[src/rtr_pkg.sv]
// ----------------------------------------------------------------------------
// Reliable transfer receiver package
// Shared constants, flag masks, reply kinds and the structures passed between
// the frame parser, the receiver rules and the result queue.
// ----------------------------------------------------------------------------
package rtr_pkg;

    localparam int FRAME_WORDS_DEF   = 520;
    localparam int PAYLOAD_BYTES_DEF = 1024;
    localparam int Q_DEPTH           = 4;

    localparam int WORD_SEQ_LO = 0;
    localparam int WORD_SEQ_HI = 1;
    localparam int WORD_FLAGS  = 4;
    localparam int WORD_LENGTH = 5;
    localparam int WORD_CSUM   = 6;

    localparam logic [15:0] FL_SYN      = 16'h0001;
    localparam logic [15:0] FL_ACK      = 16'h0002;
    localparam logic [15:0] FL_FIN      = 16'h0004;
    localparam logic [15:0] FL_DATA     = 16'h0008;
    localparam logic [15:0] FL_FILENAME = 16'h0010;
    localparam logic [15:0] FL_CLOSE    = 16'h0020;

    typedef enum logic [1:0] {
        KIND_ACK    = 2'd0,
        KIND_SYNACK = 2'd1,
        KIND_FIN    = 2'd2,
        KIND_CLOSED = 2'd3
    } t_kind;

    typedef struct packed {
        logic        done;
        logic        valid;
        logic [31:0] seq;
        logic [15:0] flags;
        logic [15:0] length;
    } t_frame;

    typedef struct packed {
        t_kind       kind;
        logic [31:0] ack;
        logic [5:0]  flags;
        logic        commit;
        logic [10:0] length;
        logic        start;
        logic        last;
    } t_result;

endpackage

[src/reliable_transfer_receiver.sv]
// ----------------------------------------------------------------------------
// Reliable transfer receiver
// Go-back-N receiver that checks the Internet checksum of each frame and
// answers valid frames with ack, syn-ack, fin and session-closed replies.
// ----------------------------------------------------------------------------
// Frame words are taken one per cycle into an input register; the checksum
// add and the header capture for that word complete in the next cycle, and
// the replies caused by a frame's last word are pushed into a four-entry result
// queue while that word sits in the input register, ready on the master stream at once.
// The slave side stalls only while a last word sits in the input register and
// the queue is not empty, or while the queue holds more than two results. With
// the master side ready the block takes one word per cycle, except that a
// frame of one or two words ending right after the replies of the previous
// frame stalls the slave side.
module reliable_transfer_receiver #(
    parameter int FRAME_WORDS   = rtr_pkg::FRAME_WORDS_DEF,
    parameter int PAYLOAD_BYTES = rtr_pkg::PAYLOAD_BYTES_DEF
) (
    input  logic        i_clk,
    input  logic        i_rst_n,
    input  logic        i_s_tvalid,
    output logic        o_s_tready,
    input  logic [15:0] i_s_tdata,   // [15:0] frame_word
    input  logic        i_s_tlast,   // frame_end
    output logic        o_m_tvalid,
    input  logic        i_m_tready,
    output logic [55:0] o_m_tdata,   // [31:0] reply_ack_number, [37:32] reply_flags,
                                     // [38] payload_commit, [49:39] payload_length,
                                     // [50] file_start, [55:51] zero
    output logic [1:0]  o_m_tuser,   // [1:0] reply_kind
    output logic        o_m_tlast    // last_result
);
    import rtr_pkg::*;

    localparam int CNT_W = $clog2(Q_DEPTH) + 1;

    t_frame           frame;
    logic             end_pending;
    logic [1:0]       push;
    t_result          res0, res1, res_out;
    logic [CNT_W-1:0] count;
    logic [CNT_W:0]   need;

    assign need       = {1'b0, count} + (end_pending ? (CNT_W + 1)'(2) : '0);
    assign o_s_tready = (need <= (CNT_W + 1)'(Q_DEPTH - 2));

    rtr_frame_parse #(
        .FRAME_WORDS (FRAME_WORDS)
    ) u_parse (
        .i_clk         (i_clk),
        .i_rst_n       (i_rst_n),
        .i_valid       (i_s_tvalid),
        .i_ready       (o_s_tready),
        .i_word        (i_s_tdata),
        .i_end         (i_s_tlast),
        .o_end_pending (end_pending),
        .o_frame       (frame)
    );

    rtr_rules #(
        .PAYLOAD_BYTES (PAYLOAD_BYTES)
    ) u_rules (
        .i_clk   (i_clk),
        .i_rst_n (i_rst_n),
        .i_frame (frame),
        .o_push  (push),
        .o_res0  (res0),
        .o_res1  (res1)
    );

    rtr_out_queue u_queue (
        .i_clk   (i_clk),
        .i_rst_n (i_rst_n),
        .i_push  (push),
        .i_res0  (res0),
        .i_res1  (res1),
        .i_ready (i_m_tready),
        .o_valid (o_m_tvalid),
        .o_res   (res_out),
        .o_count (count)
    );

    assign o_m_tdata = {5'd0, res_out.start, res_out.length, res_out.commit,
                        res_out.flags, res_out.ack};
    assign o_m_tuser = res_out.kind;
    assign o_m_tlast = res_out.last;

endmodule

[src/rtr_frame_parse.sv]
// ----------------------------------------------------------------------------
// Frame parser
// Registers each incoming word, captures the header fields, accumulates the
// ones' complement checksum and reports the frame at its last word.
// ----------------------------------------------------------------------------
module rtr_frame_parse #(
    parameter int FRAME_WORDS = rtr_pkg::FRAME_WORDS_DEF
) (
    input  logic           i_clk,
    input  logic           i_rst_n,
    input  logic           i_valid,
    input  logic           i_ready,
    input  logic [15:0]    i_word,
    input  logic           i_end,
    output logic           o_end_pending,
    output rtr_pkg::t_frame o_frame
);
    import rtr_pkg::*;

    localparam int IDX_W = $clog2(FRAME_WORDS);

    logic              r_iv;
    logic [15:0]       r_word;
    logic              r_end;
    logic [IDX_W-1:0]  r_index, n_index;
    logic [15:0]       r_sum, n_sum;
    logic              r_overrun, n_overrun;
    logic [31:0]       r_seq, n_seq;
    logic [15:0]       r_flags, n_flags;
    logic [15:0]       r_length, n_length;
    logic [15:0]       r_csum, n_csum;
    logic [16:0]       sum_wide;

    always_ff @(posedge i_clk) begin
        if (!i_rst_n) begin
            r_iv <= 1'b0;
        end else begin
            r_iv <= i_valid && i_ready;
        end
        if (i_valid && i_ready) begin
            r_word <= i_word;
            r_end  <= i_end;
        end
    end

    always_comb begin
        n_index   = r_index;
        n_sum     = r_sum;
        n_overrun = r_overrun;
        n_seq     = r_seq;
        n_flags   = r_flags;
        n_length  = r_length;
        n_csum    = r_csum;
        sum_wide  = {1'b0, r_sum};
        o_frame   = '0;
        if (r_iv) begin
            if (!r_overrun) begin
                if (r_index == IDX_W'(WORD_SEQ_LO)) n_seq[15:0]  = r_word;
                if (r_index == IDX_W'(WORD_SEQ_HI)) n_seq[31:16] = r_word;
                if (r_index == IDX_W'(WORD_FLAGS))  n_flags      = r_word;
                if (r_index == IDX_W'(WORD_LENGTH)) n_length     = r_word;
                if (r_index == IDX_W'(WORD_CSUM)) begin
                    n_csum = r_word;
                end else begin
                    sum_wide = {1'b0, r_sum} + {1'b0, r_word};
                end
                n_sum = sum_wide[15:0] + {15'd0, sum_wide[16]};
                if (!r_end) begin
                    if (r_index >= IDX_W'(FRAME_WORDS - 1)) begin
                        n_overrun = 1'b1;
                    end else begin
                        n_index = r_index + IDX_W'(1);
                    end
                end
            end
            if (r_end) begin
                o_frame.done   = 1'b1;
                o_frame.valid  = !r_overrun && (r_index >= IDX_W'(WORD_CSUM))
                                 && ((~n_sum) == n_csum);
                o_frame.seq    = n_seq;
                o_frame.flags  = n_flags;
                o_frame.length = n_length;
                n_index   = '0;
                n_sum     = '0;
                n_overrun = 1'b0;
            end
        end
    end

    always_ff @(posedge i_clk) begin
        if (!i_rst_n) begin
            r_index   <= '0;
            r_sum     <= '0;
            r_overrun <= 1'b0;
            r_seq     <= '0;
            r_flags   <= '0;
            r_length  <= '0;
            r_csum    <= '0;
        end else begin
            r_index   <= n_index;
            r_sum     <= n_sum;
            r_overrun <= n_overrun;
            r_seq     <= n_seq;
            r_flags   <= n_flags;
            r_length  <= n_length;
            r_csum    <= n_csum;
        end
    end

    assign o_end_pending = r_iv && r_end;

    a_overrun_at_limit: assert property (@(posedge i_clk) disable iff (!i_rst_n)
        r_overrun |-> (r_index == IDX_W'(FRAME_WORDS - 1)))
        else $error("Overrun set away from the last word position.");

endmodule

[src/rtr_rules.sv]
// ----------------------------------------------------------------------------
// Receiver rules
// Applies the go-back-N receiver rules and the close handshake to each
// finished frame and produces zero, one or two reply results.
// ----------------------------------------------------------------------------
module rtr_rules #(
    parameter int PAYLOAD_BYTES = rtr_pkg::PAYLOAD_BYTES_DEF
) (
    input  logic            i_clk,
    input  logic            i_rst_n,
    input  rtr_pkg::t_frame i_frame,
    output logic [1:0]      o_push,
    output rtr_pkg::t_result o_res0,
    output rtr_pkg::t_result o_res1
);
    import rtr_pkg::*;

    logic [31:0] r_expected, n_expected;
    logic        r_file_active, n_file_active;
    logic        r_await, n_await;
    logic        r_closed, n_closed;
    logic [31:0] next_seq;
    logic        in_order;
    logic [10:0] sat_len;

    assign next_seq = i_frame.seq + 32'd1;
    assign in_order = (i_frame.seq == r_expected);
    assign sat_len  = (i_frame.length > 16'(PAYLOAD_BYTES)) ? 11'(PAYLOAD_BYTES)
                                                           : i_frame.length[10:0];

    always_comb begin
        n_expected    = r_expected;
        n_file_active = r_file_active;
        n_await       = r_await;
        n_closed      = r_closed;
        o_push        = 2'd0;
        o_res0        = '0;
        o_res1        = '0;
        o_res0.last   = 1'b1;
        if (i_frame.done && !r_closed) begin
            if (r_await) begin
                n_await = 1'b0;
                if (i_frame.valid && ((i_frame.flags & FL_ACK) != '0)) begin
                    n_closed    = 1'b1;
                    o_push      = 2'd1;
                    o_res0.kind = KIND_CLOSED;
                end
            end else if (i_frame.valid) begin
                priority if ((i_frame.flags & FL_SYN) != '0) begin
                    o_push       = 2'd1;
                    o_res0.kind  = KIND_SYNACK;
                    o_res0.ack   = next_seq;
                    o_res0.flags = 6'(FL_SYN | FL_ACK);
                end else if ((i_frame.flags & FL_FILENAME) != '0) begin
                    o_push       = 2'd1;
                    o_res0.kind  = KIND_ACK;
                    o_res0.flags = 6'(FL_ACK);
                    if (in_order) begin
                        o_res0.ack    = next_seq;
                        o_res0.start  = 1'b1;
                        n_file_active = 1'b1;
                        n_expected    = r_expected + 32'd1;
                    end else begin
                        o_res0.ack = r_expected;
                    end
                end else if ((i_frame.flags & FL_DATA) != '0) begin
                    o_res0.kind  = KIND_ACK;
                    o_res0.flags = 6'(FL_ACK);
                    if (!in_order) begin
                        o_push     = 2'd1;
                        o_res0.ack = r_expected;
                    end else if (r_file_active) begin
                        o_push        = 2'd1;
                        o_res0.ack    = next_seq;
                        o_res0.commit = 1'b1;
                        o_res0.length = sat_len;
                        n_expected    = r_expected + 32'd1;
                    end
                end else if ((i_frame.flags & FL_FIN) != '0) begin
                    o_push        = 2'd1;
                    o_res0.kind   = KIND_ACK;
                    o_res0.ack    = next_seq;
                    o_res0.flags  = 6'(FL_ACK);
                    n_file_active = 1'b0;
                    n_expected    = '0;
                end else if ((i_frame.flags & FL_CLOSE) != '0) begin
                    o_push       = 2'd2;
                    o_res0.kind  = KIND_ACK;
                    o_res0.ack   = next_seq;
                    o_res0.flags = 6'(FL_ACK);
                    o_res0.last  = 1'b0;
                    o_res1.kind  = KIND_FIN;
                    o_res1.flags = 6'(FL_FIN);
                    o_res1.last  = 1'b1;
                    n_await      = 1'b1;
                end else begin
                    o_push = 2'd0;
                end
            end
        end
    end

    always_ff @(posedge i_clk) begin
        if (!i_rst_n) begin
            r_expected    <= '0;
            r_file_active <= 1'b0;
            r_await       <= 1'b0;
            r_closed      <= 1'b0;
        end else begin
            r_expected    <= n_expected;
            r_file_active <= n_file_active;
            r_await       <= n_await;
            r_closed      <= n_closed;
        end
    end

    a_closed_silent: assert property (@(posedge i_clk) disable iff (!i_rst_n)
        r_closed |-> (o_push == 2'd0))
        else $error("Result produced after the session closed.");

    a_pair_last: assert property (@(posedge i_clk) disable iff (!i_rst_n)
        (o_push == 2'd2) |-> (!o_res0.last && o_res1.last && !r_await))
        else $error("Two-result reply is malformed.");

endmodule

[src/rtr_out_queue.sv]
// ----------------------------------------------------------------------------
// Result queue
// Small circular buffer that takes up to two results per cycle and hands
// them out one word at a time on the master stream.
// ----------------------------------------------------------------------------
module rtr_out_queue (
    input  logic                          i_clk,
    input  logic                          i_rst_n,
    input  logic [1:0]                    i_push,
    input  rtr_pkg::t_result              i_res0,
    input  rtr_pkg::t_result              i_res1,
    input  logic                          i_ready,
    output logic                          o_valid,
    output rtr_pkg::t_result              o_res,
    output logic [$clog2(rtr_pkg::Q_DEPTH):0] o_count
);
    import rtr_pkg::*;

    localparam int PTR_W = $clog2(Q_DEPTH);

    t_result          r_mem [Q_DEPTH];
    logic [PTR_W-1:0] r_wr_ptr, n_wr_ptr;
    logic [PTR_W-1:0] r_rd_ptr, n_rd_ptr;
    logic [PTR_W:0]   r_count, n_count;
    logic             pop;

    assign pop = (r_count != '0) && i_ready;

    always_comb begin
        n_wr_ptr = r_wr_ptr + PTR_W'(i_push);
        n_rd_ptr = r_rd_ptr + PTR_W'(pop);
        n_count  = r_count + (PTR_W + 1)'(i_push) - (PTR_W + 1)'(pop);
    end

    always_ff @(posedge i_clk) begin
        if (i_push != 2'd0) begin
            r_mem[r_wr_ptr] <= i_res0;
        end
        if (i_push == 2'd2) begin
            r_mem[r_wr_ptr + PTR_W'(1)] <= i_res1;
        end
    end

    always_ff @(posedge i_clk) begin
        if (!i_rst_n) begin
            r_wr_ptr <= '0;
            r_rd_ptr <= '0;
            r_count  <= '0;
        end else begin
            r_wr_ptr <= n_wr_ptr;
            r_rd_ptr <= n_rd_ptr;
            r_count  <= n_count;
        end
    end

    assign o_valid = (r_count != '0);
    assign o_res   = r_mem[r_rd_ptr];
    assign o_count = r_count;

    a_no_overflow: assert property (@(posedge i_clk) disable iff (!i_rst_n)
        ({1'b0, r_count} + {1'b0, (PTR_W + 1)'(i_push)}) <= (PTR_W + 2)'(Q_DEPTH))
        else $error("Result queue overflow.");

    a_ptr_gap: assert property (@(posedge i_clk) disable iff (!i_rst_n)
        (r_count != (PTR_W + 1)'(Q_DEPTH)) |-> (PTR_W'(r_wr_ptr - r_rd_ptr) == r_count[PTR_W-1:0]))
        else $error("Queue pointers disagree with the fill count.");

endmodule
[config.mk]
export PLATFORM = sky130hd
export DESIGN_NAME = reliable_transfer_receiver
export DESIGN_NICKNAME = d
export VERILOG_FILES = /design/src/rtr_pkg.sv /design/src/reliable_transfer_receiver.sv /design/src/rtr_frame_parse.sv /design/src/rtr_rules.sv /design/src/rtr_out_queue.sv
export SDC_FILE = /design/constraint.sdc
export NUM_CORES = 1
export LEC_CHECK = 0
export ABC_AREA = 1
export BUFFER_PORTS_ARGS = -buffer_cell sky130_fd_sc_hd__buf_2
export CAP_MARGIN = 20
export CELL_PAD_IN_SITES_DETAIL_PLACEMENT = 1
export CELL_PAD_IN_SITES_GLOBAL_PLACEMENT = 2
export CORE_AREA = 2 2 265 267
export DETAILED_ROUTE_END_ITERATION = 8
export DIE_AREA = 0 0 267 269
export GPL_TIMING_DRIVEN = 0
export PLACE_DENSITY_LB_ADDON = 0.15
export SLEW_MARGIN = 20
export SYNTH_ARGS = -nofsm -noshare
export SYNTH_HDL_FRONTEND = slang
export SYNTH_HIERARCHICAL = 1
export SYNTH_SLANG_ARGS = --single-unit
[constraint.sdc]
create_clock -name i_clk -period 23.2 [get_ports i_clk]
set_input_delay 4.64 -clock i_clk [delete_from_list [all_inputs] [get_ports i_clk]]
set_output_delay 4.64 -clock i_clk [all_outputs]
set_load 0.02 [all_outputs]
==> results of run 1 <==
registers in the layout, summed over array words and instances, names as in the netlist, 3 cells and up:
| register | count |
|---|---|
| u_parse/r_flags | 6 |
| u_parse/r_length | 16 |
| u_parse/r_index | 10 |
| u_rules/r_expected | 32 |
| u_parse/r_sum | 16 |
| u_parse/r_seq | 32 |
| u_queue/o_count | 3 |
| u_parse/r_csum | 16 |
| u_parse/r_word | 16 |
| u_queue/r_mem | 216 |
layer usage:
metal	up-vias	global-route usage	share of wire
met3	99	0.0218	0.034
met1	10500	0.321	0.47
met2	342	0.415	0.47
met5	-	0	0
li1	10800	-	-
met4	0	0.0603	0.020
power groups by stage:
stage	combinational, uW	clock [uW]	sequential (uW)
CTS	513	784	734
floorplan	345	0	742
global placement	500	0	747
detailed placement	511	0	748
finish	510	766	734
global route	567	807	736
critical path, cell delays in order (launching register included):
cell	delay, ps
dfxtp_1	340
buf_2	250
inv_2	280
clkbuf_1	510
o21ai_0	150
o22ai_1	350
buf_2	240
stage by stage:
step	hold WS, ps	std cells	area [um^2]	total power (uW)	util
floorplan	429	3260	23700	1090	-
global placement	439	4276	25300	1250	0.365
detailed placement	448	4285	25500	1260	0.368
CTS	456	4372	27100	2030	0.391
global route	484	4372	27100	2110	0.391
finish	455	4373	27100	2010	0.391
path summary, 6_finish.rpt:
| path | to | slack [ps] | start | cells after the start |
|---|---|---|---|---|
| setup / recovery | o_m_tdata[29] | 15830 | u_queue/r_rd_ptr[0] | 6 |
| hold / removal | u_rules/r_closed | 450 | u_rules/r_closed | 2 |
| setup reg to reg | u_queue/r_mem[0][15] | 15860 | u_parse/r_word[1] | 39 |
| hold reg to reg | u_rules/r_closed | 450 | u_rules/r_closed | 2 |
area by class of cell:
type / instances / area [um^2] / area share
Antenna cell: 1 / 2.50 / 0.0000923
Buffer: 248 / 1470 / 0.0543
Clock buffer: 53 / 1210 / 0.0446
Clock inverter: 34 / 399 / 0.0147
Inverter: 286 / 1070 / 0.0396
Multi-Input combinational cell: 2353 / 11400 / 0.422
Sequential cell: 373 / 9800 / 0.361
Tap cell: 940 / 1180 / 0.0434
Timing Repair Buffer: 85 / 536 / 0.0198
placed cells by master, fill, tap and decap left out, types with 5 or more instances in the layout:
cell type	n
o22ai_1	55
or2_2	5
xor2_1	35
o211ai_1	7
bufinv_16	6
nor3_2	8
nand2_2	10
o21ai_2	11
clkbuf_16	47
ha_1	28
a21oi_1	221
o21ai_0	381
clkinv_1	8
o21ai_1	45
dfxtp_1	140
nor2_2	12
clkbuf_1	118
nor3_1	25
nand3b_1	9
nand2_1	849
buf_2	107
inv_2	15
nand2_4	11
buf_6	29
nor2_1	347
clkinvlp_4	7
xnor2_2	5
inv_1	267
nor2_4	14
nand3_1	121
edfxtp_1	233
nand3_4	5
clkinv_2	7
buf_4	71
conb_1	60
xnor2_1	27
nand3_2	6
nand4_1	24
==> results.ini, run 1 <==
[sta]
post-route-min-period_ps = 7370
slew-limit-headroom = 0.178
period_share = 0.318
setup_viol = 0
clock_skew_ps = 29.9
fmax_ghz = 0.136
grt_setup_unrepaired = no
tns_ps = 0
finalMaxSlewViolations = 0
setup_slack_ps = 15830
tightest_slew_ps = 1220
timing_hold_violations_final = 0

[global_route]
grt_use_total = 0.239
grt_pass1_vias = 22400
overflow = 0
antenna_found_initial = 0
grt_pass1_wl_um = 132000
grt_max_degree = 40

[synth]
yosys_warnings = 6
postSynthCellCount = 3202
postSynthAreaPerCell_um2 = 7.35
synth_area_um2 = 23500

[floorplanning]
rows = 97
start_util = 0.340
core_um2 = 69300
die_w_um = 267
die-area_um2 = 71800
ios = 82
fp.dieH_um = 269

[run]
cap_violations = 0

[routing]
antenna_left = 0
routedWlPerCell_um = 19.7
wirelength_um = 86200
drc = 0
firstDrtPassIters = 5
drt_iter0_markers = 1188
vias = 21800
viasPerCell = 4.99

[pwr]
power.internal_uw = 1320
clkPwrFrac = 0.381
netSwitchingPower_uw = 695
combPwrFrac = 0.254
seqPwrFrac = 0.365
ir_drop_mv = 0.0510
switching_share = 0.346
power.density_nw_per_um2 = 74.1
p_leak_uw = 0.0109

[clock_tree]
cts_max_level = 2
postCtsSetupRepairBufs = 0
clockRootBuffer = clkbuf_16
clkSinkCount = 373
clk_pin_slew_ps = 60
worstSkewPairLatency_ps = 610
cts_resized = 0
cts_buffers = 47
cts_buffer_depth = 3
cts_tree = yes
hold_buffers = 0

[critical_path]
start_kind = flip-flop
endpoint_kind = output port
critPathRequiredTime_ps = 18560
cp.arrival_ps = 2730
worstSetupPathType = flip-flop to output port
crit_fanout = 10

[cells_and_area]
fillers = 8677
nNetsFinal = 3445
syn_to_final_growth_pct = 15.2
layout-drive-gt1-share = 0.120

[run_status]
status = complete, no violations

[placed_design]
place_ws_ps = 15610
hpwl_um = 66400
io_buffers = 76
gp_congestion = 0.906

[worst_hold_path]
timing.hold.worst.class = flip-flop to flip-flop

(Power assumes the default switching activity.)
==> run 2: changes to the inputs <==
- clock period: 23.2 -> 7.67 ns (I/O delays scaled with it)
==> run 2 against run 1 <==
Wire length up 0.25%. Die area stayed put. Design area about the same. Largest cell class unchanged. Power grew to 3.0 times the previous value. Critical endpoint is now u_queue/r_mem[3][31]. Via count increased by 0.36%. Highest routed layer unchanged. Worst hold slack got worse by 0.73 ps. Utilization hardly changed. Worst setup slack got worse by 15000 ps.
==> results.ini, run 2 (synthesis results as in run 1) <==
[cells_and_area]
largest_register_ffs = 216  ; unchanged
syn_to_final_growth_pct = 15.3  ; about the same
layout.cells.most_common = nand2_1
fin_area_um2 = 27100  ; about the same
layout-drive-gt1-share = 0.121  ; +0.00120
mostFrequentLayoutCells = nand2_1, o21ai_0, nor2_1
nNetsFinal = 3448  ; +0.087%
top_regs = u_queue/r_mem x216, u_parse/r_seq x32, u_rules/r_expected x32
largest_register = u_queue/r_mem

[placed_design]
placed_cell_area_um2 = 25500  ; about the same
gp_congestion = 0.906  ; about the same
hpwl_um = 66200  ; -0.22%
io_buffers = 76  ; unchanged

[sta]
finalMaxSlewViolations = 0  ; unchanged
clock_skew_ps = 25.8  ; -4.06 ps
post-route-min-period_ps = 6910
slew-limit-headroom = 0.175  ; -0.00344
timing.hold.ws_ps = 454  ; -0.728 ps
setup_viol = 0  ; unchanged
timing_hold_violations_final = 0  ; unchanged
tightest_slew_ps = 1220  ; +5.11 ps
tns_ps = 0  ; unchanged
period_share = 0.901
grt_setup_unrepaired = no
fmax_ghz = 0.145

[run_status]
status = complete, no violations

[routing]
wirelength_um = 86400  ; +0.25%
antenna_left = 0  ; unchanged
viasPerCell = 5.01  ; +0.39%
firstDrtPassIters = 5  ; unchanged
drt_iter0_markers = 1098  ; -7.6%
drc = 0  ; unchanged
vias = 21900  ; +0.36%
routedWlPerCell_um = 19.8  ; +0.27%

[clock_tree]
clk_pin_slew_ps = 60  ; about the same
clockRootBuffer = clkbuf_16
cts_buffers = 46  ; -2.1%
hold_buffers = 0  ; unchanged
cts_tree = yes
cts_buffer_depth = 3  ; unchanged
clkSinkCount = 373  ; unchanged
worstSkewPairLatency_ps = 600  ; about the same
cts_max_level = 2  ; unchanged

[critical_path]
cp.buffers_inverters = 9  ; +5
crit_top_cell = nand2_1
cp_slowest_cell = dfxtp_1
critical-path-top-delay-family = simple AND/OR/NAND/NOR gates
crit_cells = 43  ; +37
worstSetupPathType = flip-flop to flip-flop
start_kind = flip-flop
max_stage_delay_ps = 410  ; -100 ps
crit_fanout = 12  ; +2
critPathRequiredTime_ps = 7960  ; -10600 ps
endpoint_kind = flip-flop
cp.arrival_ps = 7200  ; +4470 ps
ff2ff_path_depth = 43  ; +10%

[floorplanning]
rows = 97  ; unchanged
start_util = 0.340  ; unchanged
die_w_um = 267  ; unchanged
fp.dieH_um = 269  ; unchanged
die-area_um2 = 71800  ; unchanged
core_um2 = 69300  ; unchanged
ios = 82  ; unchanged

[worst_hold_path]
min_path_cells = 2  ; unchanged
timing.hold.worst.class = flip-flop to flip-flop

[pwr]
power.density_nw_per_um2 = 224  ; +200%
p_leak_uw = 0.0109  ; +0.35%
ir_drop_mv = 0.172  ; +240%
power_uw = 6070  ; +200%

[global_route]
grt_pass1_vias = 22300  ; -0.55%
overflow = 0  ; unchanged
grt_pass1_wl_um = 133000  ; about the same
grt_max_degree = 44  ; +10%
grt_use_total = 0.240  ; +0.000517
antenna_found_initial = 0  ; unchanged

[run]
cap_violations = 0  ; unchanged

run 2: layer usage:
layer,vias to the layer above,track usage,part of all wire
li1,10800,-,-
met1,10600,0.320,0.47
met2,369,0.414,0.47
met3,115,0.0260,0.038
met4,0,0.0591,0.021
met5,-,0,0
run 2: worst paths after layout:
check                   start                   end  slack [ps]
min          u_rules/r_closed      u_rules/r_closed         450
max reg2reg  u_parse/r_sum[0]  u_queue/r_mem[3][31]         760
min reg2reg  u_rules/r_closed      u_rules/r_closed         450
max          u_parse/r_sum[0]  u_queue/r_mem[3][31]         760
run 2: power by group:
group          switching (uW)  total, uW  leakage [uW]  internal [uW]
Sequential               42.8       2220       0.00376           2180
Clock                     913       2300      0.000779           1390
Combinational            1100       1550       0.00639            450
Total                    2060       6070        0.0109           4020
run 2: layout make-up:
| class | count | area (um^2) |
|---|---|---|
| Timing Repair Buffer | 89 | 562 |
| Fill cell | 8558 | 42200 |
| Sequential cell | 373 | 9800 |
| Antenna cell | 1 | 2.50 |
| Clock buffer | 55 | 1280 |
| Tap cell | 940 | 1180 |
| Inverter | 286 | 1080 |
| Multi-Input combinational cell | 2353 | 11500 |
| Clock inverter | 27 | 305 |
| Buffer | 248 | 1480 |
run 2: worst register-to-register path: cells and delay by family (launching register included):
kind	cells	cell delay, ps
AOI/OAI and AO/OA	2	280
adders and majority gates	3	940
buffers and inverters	9	1520
DFF	1	410
and+or+nand+nor	29	3470
run 2: through the flow:
step / instances / setup slack [ps] / utilization
final: 4372 / 759 / 0.392
after global routing: 4371 / 157 / 0.391
after CTS: 4367 / 55.6 / 0.391
after detailed placement: 4285 / -28.9 / 0.368
after global placement: 4276 / -3660 / 0.365
after floorplan: 3260 / 426 / -
run 2: timing repair:
action                                  4_1_cts  5_1_grt
endpoints found under the setup margin       33      129
buffers inserted                              0        3
pin swaps                                     0        1
cloned                                        0        0
gates resized for setup                       1        6
